--- src/design/psh_pkg.sv ---
// shared types and constants of the pc sample histogram
`default_nettype none

package psh_pkg;

    // field widths
    localparam int PC_W        = 32;
    localparam int TICK_W      = 32;
    localparam int SCALE_W     = 17;
    localparam int REGION_W    = 14;
    localparam int RIDX_W      = 12;
    localparam int BINV_W      = 16;
    localparam int CFG_IDX_W   = 2;
    localparam int CFG_DATA_W  = 32;

    // fixed-point arithmetic
    localparam int FRAC_BITS   = 16;
    localparam int PROD_W      = PC_W + SCALE_W;
    // bin number taken from a byte offset below 2**REGION_W
    localparam int BIN_FIELD_W = REGION_W - 1;

    // queue between front and back
    localparam int Q_DEPTH     = 2;
    localparam int Q_PTR_W     = $clog2(Q_DEPTH);

    // operation codes
    localparam logic OP_SAMPLE = 1'b0;
    localparam logic OP_READ   = 1'b1;

    // configuration register indexes
    localparam logic [CFG_IDX_W-1:0] CFG_PC_OFFSET = 2'd0;
    localparam logic [CFG_IDX_W-1:0] CFG_SCALE     = 2'd1;
    localparam logic [CFG_IDX_W-1:0] CFG_REGION    = 2'd2;

    // classified item handed from front to back
    typedef struct packed {
        logic                   is_read;
        logic                   active;
        logic [BIN_FIELD_W-1:0] bin;
        logic [TICK_W-1:0]      tick;
    } psh_item_t;

    // queue status seen by both sides
    typedef struct packed {
        logic full;
        logic empty;
    } psh_qstat_t;

endpackage

`default_nettype wire

--- src/design/psh_front.sv ---
// front part: configuration, tick count, offset multiply and classification
`default_nettype none

module psh_front #(
    parameter int BINS = 4096
) (
    input  logic                             clk,
    input  logic                             rst_n,
    input  logic                             in_valid,
    output logic                             in_stall,
    input  logic                             op,
    input  logic [psh_pkg::PC_W-1:0]         pc,
    input  logic [psh_pkg::RIDX_W-1:0]       read_index,
    input  logic                             cfg_valid,
    output logic                             cfg_ready,
    input  logic [psh_pkg::CFG_IDX_W-1:0]    cfg_index,
    input  logic [psh_pkg::CFG_DATA_W-1:0]   cfg_data,
    input  logic                             clearing,
    input  psh_pkg::psh_qstat_t              qstat,
    output logic                             push,
    output psh_pkg::psh_item_t               push_item
);
    import psh_pkg::*;

    logic [PC_W-1:0]        pc_offset_reg;
    logic [SCALE_W-1:0]     scale_reg;
    logic [REGION_W-1:0]    region_reg;
    logic [TICK_W-1:0]      tick_reg;
    logic [TICK_W-1:0]      tick_next;

    logic                   s1_valid_reg;
    logic                   s1_op_reg;
    logic                   s1_qual_reg;
    logic [PC_W-1:0]        s1_diff_reg;
    logic [RIDX_W-1:0]      s1_ridx_reg;
    logic [TICK_W-1:0]      s1_tick_reg;

    logic                   s2_valid_reg;
    logic                   s2_op_reg;
    logic                   s2_qual_reg;
    logic [PROD_W-1:0]      s2_prod_reg;
    logic [RIDX_W-1:0]      s2_ridx_reg;
    logic [TICK_W-1:0]      s2_tick_reg;

    logic                   advance;
    logic                   accept;
    logic [BIN_FIELD_W-1:0] cand_bin;
    logic [REGION_W-1:0]    offs_even;
    logic                   hi_zero;
    logic                   samp_hit;
    logic                   read_in_range;

    // pipeline moves unless the last stage waits on a full queue
    assign advance   = !(s2_valid_reg && qstat.full);
    assign in_stall  = clearing || !advance;
    assign accept    = in_valid && !in_stall;
    assign cfg_ready = 1'b1;

    // tick count after a sample
    assign tick_next = (op == OP_SAMPLE) ? tick_reg + TICK_W'(1) : tick_reg;

    // control state, configuration and tick count
    always_ff @(posedge clk or negedge rst_n)
    begin
        if (!rst_n)
        begin
            pc_offset_reg <= '0;
            scale_reg     <= '0;
            region_reg    <= '0;
            tick_reg      <= '0;
            s1_valid_reg  <= 1'b0;
            s2_valid_reg  <= 1'b0;
        end
        else
        begin
            if (cfg_valid && cfg_ready)
            begin
                case (cfg_index)
                    CFG_PC_OFFSET: pc_offset_reg <= cfg_data[PC_W-1:0];
                    CFG_SCALE:     scale_reg     <= cfg_data[SCALE_W-1:0];
                    CFG_REGION:    region_reg    <= cfg_data[REGION_W-1:0];
                    default:       ;
                endcase
            end
            if (accept)
            begin
                tick_reg <= tick_next;
            end
            if (advance)
            begin
                s1_valid_reg <= accept;
                s2_valid_reg <= s1_valid_reg;
            end
        end
    end

    // payload stages: offset subtract, then scale multiply
    always_ff @(posedge clk)
    begin
        if (advance)
        begin
            s1_op_reg   <= op;
            s1_qual_reg <= (scale_reg != '0) && (pc >= pc_offset_reg);
            s1_diff_reg <= pc - pc_offset_reg;
            s1_ridx_reg <= read_index;
            s1_tick_reg <= tick_next;

            s2_op_reg   <= s1_op_reg;
            s2_qual_reg <= s1_qual_reg;
            s2_prod_reg <= PROD_W'(s1_diff_reg) * PROD_W'(scale_reg);
            s2_ridx_reg <= s1_ridx_reg;
            s2_tick_reg <= s1_tick_reg;
        end
    end

    // byte offset with bit 0 cleared, checked against region and bin count
    assign cand_bin  = s2_prod_reg[FRAC_BITS+REGION_W-1 -: BIN_FIELD_W];
    assign offs_even = {cand_bin, 1'b0};
    assign hi_zero   = (s2_prod_reg[PROD_W-1:FRAC_BITS+REGION_W] == '0);
    assign samp_hit  = s2_qual_reg && hi_zero && (offs_even < region_reg)
                       && (32'(cand_bin) < 32'(BINS));
    assign read_in_range = (32'(s2_ridx_reg) < 32'(BINS));

    // classified item into the queue
    always_comb
    begin
        push              = s2_valid_reg && !qstat.full;
        push_item.is_read = (s2_op_reg == OP_READ);
        push_item.tick    = s2_tick_reg;
        if (s2_op_reg == OP_READ)
        begin
            push_item.active = read_in_range;
            push_item.bin    = BIN_FIELD_W'(s2_ridx_reg);
        end
        else
        begin
            push_item.active = samp_hit;
            push_item.bin    = samp_hit ? cand_bin : '0;
        end
    end

endmodule

`default_nettype wire

--- config.mk ---
export PLATFORM = sky130hd
export DESIGN_NAME = psh_front
export DESIGN_NICKNAME = d
export VERILOG_FILES = /design/src/design/psh_pkg.sv /design/src/design/psh_front.sv
export SDC_FILE = /design/constraint.sdc
export NUM_CORES = 2
export LEC_CHECK = 0
export ABC_AREA = 1
export BUFFER_PORTS_ARGS = -buffer_cell sky130_fd_sc_hd__buf_2
export CAP_MARGIN = 20
export CORE_MARGIN = 2
export CORE_UTILIZATION = 46
export CTS_BUF_LIST = sky130_fd_sc_hd__clkbuf_8
export DETAILED_ROUTE_END_ITERATION = 8
export GPL_TIMING_DRIVEN = 0
export HOLD_SLACK_MARGIN = 0.03
export PLACE_DENSITY = 0.69
export SLEW_MARGIN = 20
export SYNTH_ARGS = -nofsm -noshare
export SYNTH_HDL_FRONTEND = slang
export SYNTH_SLANG_ARGS = --single-unit
--- constraint.sdc ---
create_clock -name clk -period 7.1 [get_ports clk]
set_input_delay 0.355 -clock clk [delete_from_list [all_inputs] [get_ports clk]]
set_output_delay 0.355 -clock clk [all_outputs]
set_load 0.02 [all_outputs]
==> flow_metrics.py <==
metrics = {
    "worst_setup_path": {
        "reg2reg_from": "scale_reg[10]$_DFFE_PN0P_",
        "slowest_delay_ps": 660,
        "path_cells": "clkbuf_1 > clkbuf_1 > nand2_1 > fa_1 > fa_1 > inv_1 > fa_1 > fa_1 > fa_1 > inv_1 > fa_1 > inv_1 > ha_1 > nand2_1 > nor2_1 > nand2_1 > nor2_1 > nand4_1 > or2_2 > nand4_1 > nand2_1",
        "worstPathMaxFanout": 10,
        "start_kind": "flop",
        "criticalPathCategory": "flop to flop",
        "crit_path_frequent_cell": "fa_1",
        "path_delay_family": "adder cells",
        "cp-end-kind": "flop",
        "cp.buffers_inverters": 5,
        "crit_start": "scale_reg[10]$_DFFE_PN0P_",
        "cp_slowest_cell": "clkbuf_1",
        "cp.required_ps": 7400,
        "arrival_ps": 7320,
    },
    "logic_synthesis": {
        "synth.most_common_cell": "nand2_1",
        "synth-seq-area-share_pct": 23.74,
        "yosysUniqueCellTypes": 44,
        "avgSynthCellArea_um2": 8.122,
        "yosysWarnings": 0,
        "syn_nets": 4390,
        "synth_common_cells": "1041 x nand2_1, 921 x inv_1, 448 x fa_1, 167 x ha_1, 156 x edfxtp_1",
        "syn_area_um2": 29960,
        "ys_async_sr_fraction_pct": 38.34,
        "ys.flop_type": "edfxtp_1",
        "yosysTopAreaCell": "fa_1",
        "syn_inst": 3689,
        "synth_area_leaders": "fa_1 30%, edfxtp_1 16%, nand2_1 13%",
        "synth_edf_count": 156,
        "synth_top_area_share_pct": 29.93,
        "ys_ff_latch": 253,
    },
    "grt": {
        "grt_pass1_wl_um": 142100,
        "first_global_vias": 25540,
        "grt_antenna_before_repair": 2,
        "grtUsageTotal_pct": 27.91,
        "grt_max_degree": 79,
        "overflow": 0,
    },
    "detailed_routing": {
        "antenna_left": 0,
        "wl_per_cell_um": 19.05,
        "drt-met1-wl_um": 35470,
        "drc": 0,
        "first_pass_iters": 7,
        "wl_met2_um": 41490,
        "avgViaCountPerCell": 5.138,
        "dr_total_vias": 24470,
        "dr_wl_met3_um": 8845,
        "drt-total-wl_um": 90710,
        "highest_layer": "met5",
        "drt_iter0_markers": 1998,
    },
    "sta": {
        "slew_violations": 0,
        "post-route-period-util_pct": 98.90,
        "rsz0062_at_grt": "yes",
        "max_slew_margin_pct": 23.91,
        "max_freq_mhz": 142.4,
        "holdWs_ps": 57.02,
        "worst_slew_pin_slew_ps": 1141,
        "hold_viol": 0,
        "setup_viol": 0,
        "final.min_clock_period_ps": 7022,
        "worst_clock_skew_ps": 19.51,
    },
    "floorplan": {
        "num_rows": 93,
        "fp.coreArea_um2": 64460,
        "die_h_um": 259.2,
        "io_pins": 136,
        "initial_core_util_pct": 46.48,
        "die_x_um": 259.2,
        "die_area_um2": 67190,
    },
    "clocking": {
        "cts.sinks": 253,
        "path_clk_slew_ps": 70,
        "cts_made_buffers": 37,
        "clock_path_buffers": 3,
        "h-tree-depth": 2,
        "cts-root-buf": "clkbuf_8",
        "cts_tree": "yes",
        "insertion_delay_ps": 560,
    },
    "final_layout": {
        "final_util_pct": 50.95,
        "areaGrowthSynthToFinish_pct": 9.613,
        "drive_gt1_share_pct": 6.605,
        "nFillCells": 6301,
        "fin_nets": 4578,
    },
    "place": {
        "io_buffers": 132,
        "dpl.hpwl_um": 72830,
        "place_congestion": 0.9719,
    },
    "min_path": {
        "holdCritStartpoint": "cfg_data[23]",
        "min_path_type": "input pin to flop",
    },
    "job": {
        "maxCapViolations": 0,
    },
    "outcome": {
        "status": "finished clean",
    },
}
==> tightest hold or removal path: stages <==
cell,delay [ps]
buf_2,70
nor2_1,30
a21oi_1,90
==> area by class of cell <==
cell class                      count  area (um2)  share of cell area (%)
Multi-Input combinational cell   2356       18780                   57.19
Sequential cell                   253        7112                   21.65
Inverter                          923        3465                   10.55
Tap cell                          855        1070                   3.257
Timing Repair Buffer              158       984.7                   2.998
Buffer                            148       629.4                   1.916
Clock buffer                       44       605.6                   1.844
Clock inverter                     24       188.9                  0.5753
Antenna cell                        2       5.005                 0.01524
==> path summary, 6_finish.rpt <==
check | to | slack (ps) | cells past startpoint
worst max-delay path | s2_prod_reg[43]$_DFFE_PN_ | 80 | 21
worst min-delay path | pc_offset_reg[23]$_DFFE_PN0P_ | 60 | 3
worst max register to register | s2_prod_reg[43]$_DFFE_PN_ | 80 | 21
worst min register to register | s2_tick_reg[23]$_DFFE_PN_ | 410 | 0
max in group asynchronous | pc_offset_reg[22]$_DFFE_PN0P_ | 6220 | 3
min in group asynchronous | tick_reg[0]$_DFFE_PN0P_ | 210 | 2
==> repair_timing <==
| item | 4_1_cts | 5_1_grt |
|---|---|---|
| endpoints found under the setup margin | 1 | 23 |
| buffers inserted | 0 | 2 |
| gates resized for setup | 3 | 89 |
| hold buffers | 20 | 0 |
| endpoints found under the hold margin | 116 | 0 |
==> per-stage QoR <==
stage / worst slack [ps] / TNS [ps] / std cells / instance area (um2)
2_1_floorplan: 1430 / 0 / 3689 / 29960
5_1_grt: -18.59 / -26.93 / 4762 / 32840
4_1_cts: 6.200 / 0 / 4768 / 32810
3_5_place_dp: -83.26 / -83.26 / 4680 / 31810
3_3_place_gp: -588.0 / -12400 / 4676 / 31690
6_report: 78.21 / 0 / 4763 / 32840
==> metal layers <==
metal	track usage (%)	up-vias
met3	6.444	258
li1	-	11300
met5	0	-
met1	35.45	11840
met2	45.23	1077
met4	13.31	2
==> layout by cell type (no fill, tap or decap), types with 3 or more instances in the layout <==
| cell type | n |
|---|---|
| a21o_1 | 8 |
| nand2_2 | 3 |
| clkbuf_2 | 39 |
| o21bai_1 | 9 |
| nor3_1 | 35 |
| or2_2 | 4 |
| nand4_1 | 26 |
| xnor2_1 | 16 |
| edfxtp_1 | 156 |
| fa_1 | 448 |
| clkbuf_1 | 101 |
| ha_1 | 167 |
| nor4_1 | 12 |
| nand2_1 | 1040 |
| clkinv_2 | 6 |
| nand3_1 | 72 |
| xor2_1 | 48 |
| inv_1 | 930 |
| clkinv_1 | 4 |
| buf_16 | 3 |
| dlygate4sd3_1 | 20 |
| buf_2 | 133 |
| nor2_1 | 151 |
| o21a_1 | 9 |
| nor2_4 | 3 |
| o21ai_0 | 130 |
| nand3b_1 | 18 |
| buf_4 | 5 |
| a21boi_0 | 4 |
| bufinv_16 | 3 |
| clkbuf_8 | 44 |
| dfrtp_1 | 97 |
| a21oi_1 | 133 |
==> logic make-up after synthesis <==
kind of cell	Yosys count	share of synthesized area (%)
other	2	0.02506
buffers and inverters	1080	13.60
and+or+nand+nor	1372	18.44
adders and majority gates	615	36.91
AOI/OAI and AO/OA	302	5.362
xor gates and xnor gates	65	1.925
DFF	253	23.74
Power is left out: the tool's default activity adds up to more than one toggle a clock period on the data nets, which glitch-free logic cannot reach.
