File: src/design/psh_pkg.sv
// shared types and constants of the pc sample histogram
`default_nettype none

package psh_pkg;

    // field widths
    localparam int PC_W        = 32;
    localparam int TICK_W      = 32;
    localparam int SCALE_W     = 17;
    localparam int REGION_W    = 14;
    localparam int RIDX_W      = 12;
    localparam int BINV_W      = 16;
    localparam int CFG_IDX_W   = 2;
    localparam int CFG_DATA_W  = 32;

    // fixed-point arithmetic
    localparam int FRAC_BITS   = 16;
    localparam int PROD_W      = PC_W + SCALE_W;
    // bin number taken from a byte offset below 2**REGION_W
    localparam int BIN_FIELD_W = REGION_W - 1;

    // queue between front and back
    localparam int Q_DEPTH     = 2;
    localparam int Q_PTR_W     = $clog2(Q_DEPTH);

    // operation codes
    localparam logic OP_SAMPLE = 1'b0;
    localparam logic OP_READ   = 1'b1;

    // configuration register indexes
    localparam logic [CFG_IDX_W-1:0] CFG_PC_OFFSET = 2'd0;
    localparam logic [CFG_IDX_W-1:0] CFG_SCALE     = 2'd1;
    localparam logic [CFG_IDX_W-1:0] CFG_REGION    = 2'd2;

    // classified item handed from front to back
    typedef struct packed {
        logic                   is_read;
        logic                   active;
        logic [BIN_FIELD_W-1:0] bin;
        logic [TICK_W-1:0]      tick;
    } psh_item_t;

    // queue status seen by both sides
    typedef struct packed {
        logic full;
        logic empty;
    } psh_qstat_t;

endpackage

`default_nettype wire

File: src/design/psh_queue.sv
// two-entry queue between the front and back parts
`default_nettype none

module psh_queue (
    input  logic                clk,
    input  logic                rst_n,
    input  logic                push,
    input  psh_pkg::psh_item_t  push_item,
    input  logic                pop,
    output psh_pkg::psh_item_t  pop_item,
    output psh_pkg::psh_qstat_t qstat
);
    import psh_pkg::*;

    psh_item_t              entry_reg [Q_DEPTH];
    logic [Q_PTR_W-1:0]     wr_ptr_reg;
    logic [Q_PTR_W-1:0]     rd_ptr_reg;
    logic [Q_PTR_W:0]       count_reg;

    assign qstat.full  = (count_reg == (Q_PTR_W+1)'(Q_DEPTH));
    assign qstat.empty = (count_reg == '0);
    assign pop_item    = entry_reg[rd_ptr_reg];

    // pointers and fill count
    always_ff @(posedge clk or negedge rst_n)
    begin
        if (!rst_n)
        begin
            wr_ptr_reg <= '0;
            rd_ptr_reg <= '0;
            count_reg  <= '0;
        end
        else
        begin
            if (push)
            begin
                wr_ptr_reg <= wr_ptr_reg + Q_PTR_W'(1);
            end
            if (pop)
            begin
                rd_ptr_reg <= rd_ptr_reg + Q_PTR_W'(1);
            end
            if (push && !pop)
            begin
                count_reg <= count_reg + (Q_PTR_W+1)'(1);
            end
            else if (pop && !push)
            begin
                count_reg <= count_reg - (Q_PTR_W+1)'(1);
            end
        end
    end

    // entry storage
    always_ff @(posedge clk)
    begin
        if (push)
        begin
            entry_reg[wr_ptr_reg] <= push_item;
        end
    end

endmodule

`default_nettype wire

File: config.mk
export PLATFORM = sky130hd
export DESIGN_NAME = psh_queue
export DESIGN_NICKNAME = d
export VERILOG_FILES = /design/src/design/psh_pkg.sv /design/src/design/psh_queue.sv
export SDC_FILE = /design/constraint.sdc
export NUM_CORES = 1
export LEC_CHECK = 0
export BUFFER_PORTS_ARGS = -buffer_cell sky130_fd_sc_hd__buf_2
export CAP_MARGIN = 15
export CORE_MARGIN = 3
export CORE_UTILIZATION = 47
export CTS_CLUSTER_SIZE = 10
export DETAILED_ROUTE_END_ITERATION = 8
export PLACE_DENSITY = 0.77
export SLEW_MARGIN = 20
export SYNTH_ARGS = -nofsm -noshare
export SYNTH_HDL_FRONTEND = slang
export SYNTH_SLANG_ARGS = --single-unit
File: constraint.sdc
create_clock -name clk -period 4.3 [get_ports clk]
set_input_delay 0.86 -clock clk [delete_from_list [all_inputs] [get_ports clk]]
set_output_delay 0.86 -clock clk [all_outputs]
set_load 0.01 [all_outputs]
==> impl.org, run 1 <==
** Status
- Status :: finished, final reports clean

** Final layout
- Antenna Cells :: 0
- From synthesis to final layout, the design area changed by 23.2%.
- The register with the most flip-flops in the layout has 94 of them.
- Top library cells by usage in the layout, fill and taps aside :: buf_2 (99), edfxtp_1 (94), mux2_2 (27)
- Cells fill 60.8% of the core in the end.
- Leaving out fill and tap cells, the most frequent cell in the layout is buf_2.
- Fraction of final layout cells sized beyond drive strength 1 :: 60.7%
- The layout has 580 filler cells.
- Final net count :: 322

** Yosys
- Library cell with the largest summed area after synthesis :: edfxtp_1
- The cell count after synthesis came out at 162.
- Dominant cells by area after synthesis :: edfxtp_1 (77%), mux2_2 (8.3%), mux2_4 (8.2%)
- Share of the yosys chip area belonging to registers :: 79.9%
- Yosys mapped the design onto 13 distinct sky130hd cell types.
- Synthesis produced a netlist with a net count of 214.
- Mean area per synthesized cell :: 22.6 µm²
- Syn Std Cell Area :: 3660 µm²
- Synthesis warning total :: 0
- Fraction of synthesized cell area taken by the top area cell type :: 77.2%
- The synthesized design contains 98 register bits.

** Job
- Across the run, the number of max-cap violations was 0.

** Worst setup path
- Category of the worst setup path capture point :: primary output
- Data arrival at the endpoint of the critical path :: 2060 ps
- WP data required :: 3440 ps
- In this run the critical register-to-register path is launched from wr_ptr_reg$_DFFE_PN0P_.
- STA classifies the critical path startpoint as a register.
- In this run the register-to-register setup slack is 2490 ps.
- The worst register-to-register path ends at entry_reg[0][14]$_DFFE_PP_.
- Counting cells, the worst reg-to-reg path comes to 2.
- In this run the worst path has a maximum fanout of 28.
- The critical path is of the reg2out type.

** STA
- Setup repair after global routing missed its margin :: false
- Total negative slack for setup checks :: 0 ps
- Worst clock skew on the final layout :: 6.36 ps
- After layout, the minimum clock period comes to 2920 ps.
- Final hold analysis gives a worst-case slack of 302 ps.
- Final hold viol count :: 0
- Normalized max-slew margin :: 48.5%
- Measured slew at the worst slew-check pin :: 771 ps
- Total of endpoints with negative setup slack in the final report :: 0
- The max-slew violation count came to 0.
- Final clock period utilization by the worst path :: 67.9%
- Timing would allow up to 0.343 GHz.

** Die
- Number of top-level design ports :: 100
- The region available for standard cell placement spans 7410 µm².
- X dimension of the die :: 94.2 µm
- # rows :: 31
- Height of the chip :: 94.2 µm
- Initial Util :: 49.4%
- Die area :: 8880 µm²

** Clock tree
- Number of clock buffers inserted by TritonCTS :: 9
- TritonCTS clock tree :: built
- Root buffer selected by CTS :: clkbuf_8
- Buffers inserted to repair hold after CTS numbered 0.
- After clock tree synthesis, the clock-pin slew on the worst setup and hold paths is 90 ps.
- Post-CTS setup repair buffer count :: 0
- Clk buf depth :: 2
- For the worst-skew pair, the clock arrives at the later sink with an insertion delay of 350 ps.
- Gates resized during post-CTS repair numbered 0.
- Clock net sink count :: 98
- The H-tree was split into 3 levels.

** Hold path
- Classification of the worst-slack hold path :: in2async

** Detailed routing
- In the final routed layout, each cell accounts on average for 15.8 µm.
- The routed design has 5900 µm of wire.
- The first detailed-routing pass ran for 4 iterations.
- Count of routing violations after the opening detailed-route iteration :: 43
- Via count :: 1,816
- In the routed layout, each cell is associated on average with a via count of 4.86.
- The detail route stage leaves a number of antenna-violating nets equal to 0.
- Post-route DRC violation count :: 0

** Power
- Flop pwr share :: 48.1%
- Dividing total power by cell area gives a power density of 638 nW/µm².
- Summed over all cells, the static leakage comes to 1.78 nW.
- Combinational logic is responsible for 28.1% of the overall power.
- IR analysis of the VDD net gives a maximum drop of 348 µV.
- Of the total power, the share spent switching nets is 27.5%.
- For this design the total switching power over the nets is 0.791 mW.
- Part of the power in the clock network :: 23.8%
- Internal Pwr Total :: 2.08 mW

** Global route
- Global routing finished with a remaining overflow of 0.
- The number of antenna violations at the first check in global routing is 0.
- GRT Overall Usage :: 13.9%
- The number of global-route vias before repair is 1,912.
- Entering global routing, the biggest net connects 48 pins.
- First-pass GRT wire length :: 9140 µm

** Place
- Placed wire-length estimate after detailed placement :: 4040 µm
- Routability-driven placement congestion ratio :: 0.691
- The count of buffers added on input and output ports is 99.
kinds of logic after synthesis:
| family | Yosys count | share of synthesized area [%] |
|---|---|---|
| simple gates | 5 | 0.719 |
| mux | 47 | 16.5 |
| buf+inv | 6 | 1.30 |
| flops | 98 | 79.9 |
| xor+xnor | 5 | 1.20 |
| fa+ha+maj | 1 | 0.342 |
metrics by stage:
step / power (mW) / cell area [µm²] / cells / setup WS, ps
after detailed placement: 2.23 / 4270 / 358 / 1720
after CTS: 2.92 / 4510 / 374 / 1320
final: 2.88 / 4510 / 374 / 1380
after global routing: 3.02 / 4510 / 374 / 1250
after floorplan: 1.95 / 3660 / 162 / 894
after global placement: 2.22 / 4270 / 358 / 1720
synth_stat cells (all sizes together):
cell    number
nor2b        2
mux2        47
and2         1
nor2         2
dfrtp        4
xor2         4
inv          1
buf          5
ha           1
edfxtp      94
xnor2        1
routing by layer:
metal / part of all wire, % / routed length (µm) / vias to the layer above / global-route usage [%]
li1: - / - / 849 / -
met1: 40 / 2380 / 881 / 17.2
met2: 49 / 2920 / 77 / 22.7
met3: 8.7 / 515 / 9 / 3.77
met4: 1.5 / 89 / 0 / 6.50
met5: 0 / 0 / - / 0
area by class of cell:
class	count	area, µm²	area share (%)
clock inverters	7	116	2.58
inverters	1	3.75	0.0833
multi-input cells	58	697	15.5
repair buffers	102	518	11.5
clock buffers	9	124	2.75
flip-flops and latches	98	2920	64.9
well taps	99	124	2.75
worst max path at each step:
stage	startpoint	to	slack, ps	depth (start not counted)
3_3_place_gp	rd_ptr_reg$_DFFE_PN0P_	pop_item[43]	1720	3
2_1_floorplan	push	entry_reg[0][0]$_DFFE_PP_	890	1
4_1_cts	rd_ptr_reg$_DFFE_PN0P_	pop_item[33]	1320	3
3_5_place_dp	rd_ptr_reg$_DFFE_PN0P_	pop_item[33]	1720	3
6_report	rd_ptr_reg$_DFFE_PN0P_	pop_item[33]	1380	3
5_1_grt	rd_ptr_reg$_DFFE_PN0P_	pop_item[43]	1250	3
power by group through the flow:
stage	combinational, mW	clock, mW	sequential [mW]
after floorplan	0.608	0	1.34
after global placement	0.817	0	1.40
after detailed placement	0.821	0	1.41
after CTS	0.827	0.701	1.39
after global routing	0.876	0.734	1.41
final	0.809	0.684	1.38
critical path, cell delays in order, from the launching register on:
cell and delay [ps]:
dfrtp_2 870, buf_4 340, mux2_2 360, buf_2 140
Power figures use the tool's default switching activity.
==> run 2, diff against run 1 <==
- PLACE_DENSITY: 0.77 -> 0.8
- clock period: 4.3 -> 2.55 ns (I/O delays scaled with it)
==> impl.org, run 2 (synthesis results as in run 1) <==
** STA
- The max-slew violation count came to 0 (unchanged).
- Derived from the worst setup path, the maximum achievable clock frequency is 0.471 GHz.
- The final setup skew was 6.06 ps (was 6.36 ps).
- The setup TNS is 0 ps (unchanged).
- Final hold viol count :: 0 (unchanged)
- Final worst slack :: 426 ps (was 1380 ps)
- Measured slew at the worst slew-check pin :: 419 ps (was 771 ps)
- The max-slew headroom at the worst pin was 72.1% (was 48.5%).
- Final clock period utilization by the worst path :: 83.3%
- Final period demand of the worst path :: 2120 ps
- Total of endpoints with negative setup slack in the final report :: 0 (unchanged)
- The worst hold slack across all endpoints is 346 ps (was 302 ps).
- Setup repair after global routing missed its margin: false (unchanged).

** Power
- The total power per unit cell area was 1060 nW/µm² (was 638 nW/µm²).
- The total power consumption of the routed design is 4.77 mW (was 2.88 mW).
- The largest voltage drop on the vdd net came to 573 µV (was 348 µV).
- Leakage power figure :: 1.78 nW (about the same)

** Worst setup path
- Endpoint of the lowest-slack register-to-register path :: entry_reg[0][6]$_DFFE_PP_ (was entry_reg[0][14]$_DFFE_PP_)
- Critical path capture point :: pop_item[23] (was pop_item[33])
- Launching element type of the critical path :: register (unchanged)
- The largest stage delay on the critical path came to 390 ps (was 870 ps).
- Critical path type :: reg2out (unchanged)
- The required time of the critical path was 2040 ps (was 3440 ps).
- The register-to-register setup slack came to 1240 ps (was 2490 ps).
- The slowest cell on the critical path was mux2_2 (was dfrtp_2).
- The data arrival at the endpoint of the critical path was 1610 ps (was 2060 ps).
- Category of the worst setup path capture point :: primary output (unchanged)
- The critical path launch point is rd_ptr_reg$_DFFE_PN0P_ (unchanged).
- Number of cells on the worst reg-to-reg path :: 2 (unchanged)
- Critical-path cell list :: buf_4 > mux2_2 > buf_2 (unchanged)
- Critical path peak fanout :: 28 (unchanged)
- Startpoint of the most critical register-to-register path :: wr_ptr_reg$_DFFE_PN0P_ (unchanged)

** Clock tree
- The insertion delay of the later-clocked pin in the worst-skew pair is 340 ps (was 350 ps).
- # H-tree levels :: 3 (unchanged)
- The number of sinks handled by clock tree synthesis is 98 (unchanged).
- The number of clock buffers inserted by TritonCTS is 9 (unchanged).
- Root buffer selected by CTS :: clkbuf_8 (unchanged)
- The TritonCTS clock tree is built (unchanged).
- Cells resized by post-CTS repair :: 0 (unchanged)
- The worst-case clock buffer depth came to 2 (unchanged).
- Clock edge transition at the registers on the reported setup and hold paths :: 90 ps (about the same)

** Place
- The pre-CTS setup slack was 797 ps (was 1720 ps).
- Port bufs :: 99 (unchanged)
- The HPWL reported at the end of detailed placement was 3830 µm (was 4040 µm).
- Routability-driven placement congestion ratio :: 0.669 (was 0.691)

** Final layout
- Area occupied by registers :: 2920 µm² (unchanged)
- The number of flip-flops in the largest register is 94 (unchanged).
- The diode insertion count for antenna repair came to 0 (unchanged).
- Final net count :: 326 (was 322)
- The layout cell share with drive strength beyond 1 came to 60.6% (was 60.7%).
- Top library cells by usage in the layout, fill and taps aside: buf_2 (99), edfxtp_1 (94), mux2_2 (27) (unchanged).
- Number of inserted filler cells in the final layout :: 574 (was 580)
- The commonest non-fill, non-tap cell in the layout is buf_2 (unchanged).
- Area used by multi-input combinational logic :: 696 µm² (was 697 µm²)
- The growth of design area from synthesis to finish was 23.5% (was 23.2%).

** Global route
- The largest net degree at the start of global routing is 32 (was 48).
- GRT Overall Usage :: 13.9% (about the same)
- First-pass GRT wire length :: 9090 µm (was 9140 µm)
- The number of global-route vias before repair is 1,902 (was 1,912).
- The total congestion overflow is 0 (unchanged).
- Number of antenna violations at the first check in global routing :: 0 (unchanged)

** Detailed routing
- The total number of vias was 1,820 (was 1,816).
- Detailed-route vias per instance :: 4.81 (was 4.86)
- The average wire per standard cell is 15.2 µm (was 15.8 µm).
- The count of nets left with antenna violations after detail routing was 0 (unchanged).
- Aggregate routed wire length :: 5740 µm (was 5900 µm)
- Count of routing violations after the opening detailed-route iteration :: 83 (was 43)
- The first-pass detailed-route iteration total was 4 (unchanged).
- Post-route DRC violation count :: 0 (unchanged)

** Die
- The floorplan die area came to 8880 µm² (unchanged).
- Number of top-level design ports :: 100 (unchanged)
- The starting density of the core was 49.4% (unchanged).
- X dimension of the die :: 94.2 µm (unchanged)
- Core Area :: 7410 µm² (unchanged)
- The overall die height is 94.2 µm (unchanged).
- # rows :: 31 (unchanged)

** Job
- Number of maximum-capacitance constraint violations :: 0 (unchanged)

** Hold path
- Classification of the worst-slack hold path :: in2reg (was in2async)

** Status
- Status :: finished, final reports clean (unchanged)
==> run 2: cell type report <==
| cell class | instances | area share, % |
|---|---|---|
| flip-flops and latches | 98 | 64.8 |
| multi-input cells | 58 | 15.4 |
| repair buffers | 106 | 12.2 |
| clock buffers | 11 | 2.91 |
| well taps | 99 | 2.74 |
| clock inverters | 5 | 1.91 |
| inverters | 1 | 0.0831 |
==> run 2: power breakdown <==
group	switching (mW)	total, mW	internal (mW)
logic	0.744	1.48	0.736
registers	0.0892	2.23	2.14
clock network	0.499	1.06	0.561
==> run 2: worst min path at each step <==
stage	start	endpoint	slack, ps	cells past startpoint
floorplan	rst_n	count_reg[0]$_DFFE_PN0P_	210	0
finish	push_item[43]	entry_reg[1][43]$_DFFE_PP_	350	1
CTS	push_item[35]	entry_reg[0][35]$_DFFE_PP_	320	1
detailed placement	rst_n	count_reg[0]$_DFFE_PN0P_	320	1
global route	push_item[45]	entry_reg[1][45]$_DFFE_PP_	320	1
global placement	rst_n	count_reg[0]$_DFFE_PN0P_	320	1
==> run 2: per-layer routing <==
layer	global-route usage [%]	wire length (µm)	share of wire, %
met4	6.50	76	1.3
met1	16.7	2330	41
met5	0	0	0
met2	22.5	2900	50
met3	4.89	435	7.6
==> run 2: timing repair <==
action / CTS / global route
endpoints found under the hold margin: 4 / 0
hold buffers: 1 / 0
setup buffers: 0 / 0
==> run 2: metrics by stage <==
stage               utilization (%)  instance area (µm²)  std cells
finish                         61.0                 4520        378
global route                   61.0                 4520        378
CTS                            61.0                 4520        378
detailed placement             57.9                 4290        361
global placement               57.9                 4290        361
floorplan                         -                 3660        162
==> run 2: worst max-delay path, delay by kind of cell, from the launching register on <==
family / cells / cell delay, ps
buffers and inverters: 2 / 510
flip-flops: 1 / 360
multiplexers: 1 / 390
==> run 3, diff against run 2 <==
- PLACE_DENSITY: 0.8 -> 0.77
- clock period: 2.55 -> 2.1 ns (I/O delays scaled with it)
==> impl.org, run 3 (synthesis results as in run 1) <==
** Detailed routing
- Post-route DRC violation count :: 0 (unchanged)
- Detailed-route vias per instance :: 4.80 (was 4.81)
- The count of nets left with antenna violations after detail routing came to 0 (unchanged).
- Count of routing violations after the opening detailed-route iteration :: 60 (was 83)
- Aggregate routed wire length :: 6130 µm (was 5740 µm)
- WL/cell :: 16.2 µm (was 15.2 µm)
- Number of detailed-route iterations in the first pass :: 4 (unchanged)
- Via count :: 1,813 (was 1,820)

** Die
- The core region area came to 7410 µm² (unchanged).
- The starting density of the core came to 49.4% (unchanged).
- # rows :: 31 (unchanged)
- The overall die height is 94.2 µm (unchanged).
- Number of top-level design ports :: 100 (unchanged)
- X dimension of the die :: 94.2 µm (unchanged)
- The floorplan die area was 8880 µm² (unchanged).

** Worst setup path
- The critical path class is reg2out (unchanged).
- Levels on crit path :: 3 (unchanged)
- The data arrival at the endpoint of the critical path is 1530 ps (was 1610 ps).
- Launching element type of the critical path :: register (unchanged)
- Slack of the worst reg-to-reg path :: 820 ps (was 1240 ps)
- The largest stage delay on the critical path is 400 ps (was 390 ps).
- The slowest cell on the critical path is dfrtp_2 (was mux2_2).
- Number of cells on the worst reg-to-reg path :: 2 (unchanged)
- The maximum net fanout on the critical path came to 25 (was 28).
- Startpoint of the worst setup timing path :: rd_ptr_reg$_DFFE_PN0P_ (unchanged)
- WP data required :: 1680 ps (was 2040 ps)
- Crit path buffers/inverters :: 2 (unchanged)
- The critical path endpoint is pop_item[43] (was pop_item[23]).
- Critical-path cell list :: buf_6 > mux2_2 > buf_2 (was buf_4 > mux2_2 > buf_2)
- Dominant delay contributor by cell family on the critical path :: flip-flops (was buffers and inverters)
- Startpoint of the most critical register-to-register path :: wr_ptr_reg$_DFFE_PN0P_ (unchanged)
- The worst reg2reg path endpoint is entry_reg[1][2]$_DFFE_PP_ (was entry_reg[0][6]$_DFFE_PP_).
- The type of element capturing the critical path is a primary output (unchanged).

** STA
- For this run, the top clock speed supported by timing is 0.513 GHz.
- Measured slew at the worst slew-check pin :: 355 ps (was 419 ps)
- Max-slew violation count :: 0 (unchanged)
- The final number of setup-violating endpoints came to 0 (unchanged).
- The worst path uses 92.8% of the clock period.
- Setup repair after global routing missed its margin: false (unchanged).
- Worst hold slack after final layout :: 252 ps (was 346 ps)
- The routed design could run at a clock period as short as 1950 ps.
- Worst clock skew on the final layout :: 11.0 ps (was 6.06 ps)
- The slack of the critical path is 151 ps (was 426 ps).
- The setup TNS was 0 ps (unchanged).
- Normalized max-slew margin :: 76.3% (was 72.1%)
- The final hold violation count was 0 (unchanged).

** Power
- Net switching power :: 1.67 mW (was 1.33 mW)
- The largest voltage drop on the vdd net was 617 µV (was 573 µV).
- The internal power came to 4.20 mW (was 3.43 mW).
- Pwr/cell area :: 1290 nW/µm² (was 1060 nW/µm²)
- The power share of the sequential group is 46.4% (was 46.7%).
- Part of the power in the clock network :: 22.5% (was 22.2%)
- The leakage power summed over all cells came to 1.79 nW (was 1.78 nW).
- Combinational power share :: 31.1% (about the same)
- The switching fraction of total power is 28.4% (was 28.0%).

** Final layout
- The number of nets in the finished design came to 326 (unchanged).
- The growth of design area from synthesis to finish came to 24.1% (was 23.5%).
- Most common cell after layout, fill and taps aside :: buf_2 (unchanged)
- Number of inserted filler cells in the final layout :: 556 (was 574)
- Antenna Cells :: 0 (unchanged)
- The final non-filler cell total is 378 (unchanged).
- Top library cells by usage in the layout, fill and taps aside: buf_2 (99), edfxtp_1 (94), mux2_2 (27) (unchanged).
- Flip-flop count of the largest register after layout :: 94 (unchanged)
- Area occupied by registers :: 2920 µm² (unchanged)
- Area used by multi-input combinational logic :: 696 µm² (unchanged)
- The layout cell share with drive strength beyond 1 was 61.3% (was 60.6%).

** Hold path
- The path type of the worst min-delay path is in2reg (unchanged).

** Place
- The HPWL reported at the end of detailed placement came to 4240 µm (was 3830 µm).
- Worst setup timing slack at the placement stage :: 439 ps (was 797 ps)
- The final estimated routing congestion in global placement was 0.687 (was 0.669).
- Placed instance count :: 361 (unchanged)
- Port bufs :: 99 (unchanged)

** Status
- Status :: finished, final reports clean (unchanged)

** Global route
- The number of antenna violations at the first check in global routing came to 0 (unchanged).
- Via count of the first global-routing pass :: 1,899 (was 1,902)
- The global-route usage over all layers was 14.2% (was 13.9%).
- The global-route wire length before repair is 9320 µm (was 9090 µm).
- The largest net degree at the start of global routing is 27 (was 32).
- Total global routing overflow :: 0 (unchanged)

** Clock tree
- # H-tree levels :: 3 (unchanged)
- The number of sinks handled by clock tree synthesis is 98 (unchanged).
- The clock-pin slew on the worst setup and hold paths came to 100 ps (was 90 ps).
- The insertion delay of the later-clocked pin in the worst-skew pair is 350 ps (was 340 ps).
- Number of clock buffers inserted by TritonCTS :: 9 (unchanged)
- The root buffer cell was clkbuf_8 (unchanged).
- Post-CTS setup repair buffer count :: 0 (unchanged)
- The worst-case clock buffer depth was 2 (unchanged).
- TritonCTS clock tree :: built (unchanged)

** Job
- The count of maximum capacitance violations is 0 (unchanged).
-- run 3: cell types whose count changed in the layout (fill, tap and decap cells not counted), sizes merged --
| cell | previous run | this run |
|---|---|---|
| clkbuf | 11 | 9 |
| inv | 2 | 4 |
| clkinv | 2 | 1 |
| clkinvlp | 0 | 1 |
-- run 3: worst register-to-register path, delay by kind of cell, from the launching register on --
family	cells	cell delay (ps)
buffers and inverters	1	320
DFF	1	440
and+or+nand+nor	1	180
-- run 3: final cells by class --
class | count | area share, %
Clock buffer | 9 | 2.73
Sequential cell | 98 | 64.5
Inverter | 1 | 0.0827
Multi-Input combinational cell | 58 | 15.3
Clock inverter | 7 | 2.18
Timing Repair Buffer | 106 | 12.5
Tap cell | 99 | 2.73
-- run 3: power groups by stage --
stage	sequential (mW)	combinational (mW)	clock, mW
6_report	2.72	1.83	1.32
5_1_grt	2.76	1.97	1.44
4_1_cts	2.73	1.86	1.35
3_5_place_dp	2.77	1.85	0
3_3_place_gp	2.74	1.84	0
2_1_floorplan	2.73	1.25	0
-- run 3: worst min-delay path by stage --
stage | cells after the start | end | from
after global placement | 1 | count_reg[1]$_DFFE_PN0P_ | rst_n
after CTS | 1 | entry_reg[0][7]$_DFFE_PP_ | push_item[7]
final | 1 | entry_reg[0][7]$_DFFE_PP_ | push_item[7]
after floorplan | 0 | count_reg[0]$_DFFE_PN0P_ | rst_n
after global routing | 1 | entry_reg[0][7]$_DFFE_PP_ | push_item[7]
after detailed placement | 1 | count_reg[1]$_DFFE_PN0P_ | rst_n
-- run 3: stage by stage --
stage / util, % / cell area [µm²] / power [mW]
after floorplan: - / 3660 / 3.98
after global placement: 58.0 / 4300 / 4.59
after detailed placement: 58.0 / 4300 / 4.62
after CTS: 61.2 / 4530 / 5.94
after global routing: 61.2 / 4540 / 6.16
final: 61.2 / 4540 / 5.87
-- run 3: repair_timing --
| action | CTS | global route |
|---|---|---|
| resized for setup | 0 | 1 |
| hold endpoints to repair | 4 | 0 |
| hold buffers | 1 | 0 |
| endpoints found under the setup margin | 0 | 11 |
-- run 3: layer usage --
| metal | part of all wire, % | up-vias | GRT usage (%) |
|---|---|---|---|
| met5 | 0 | - | 0 |
| met4 | 1.4 | 0 | 5.78 |
| met3 | 9.5 | 8 | 6.09 |
| met2 | 46 | 85 | 21.5 |
| met1 | 43 | 862 | 18.0 |
| li1 | - | 858 | - |
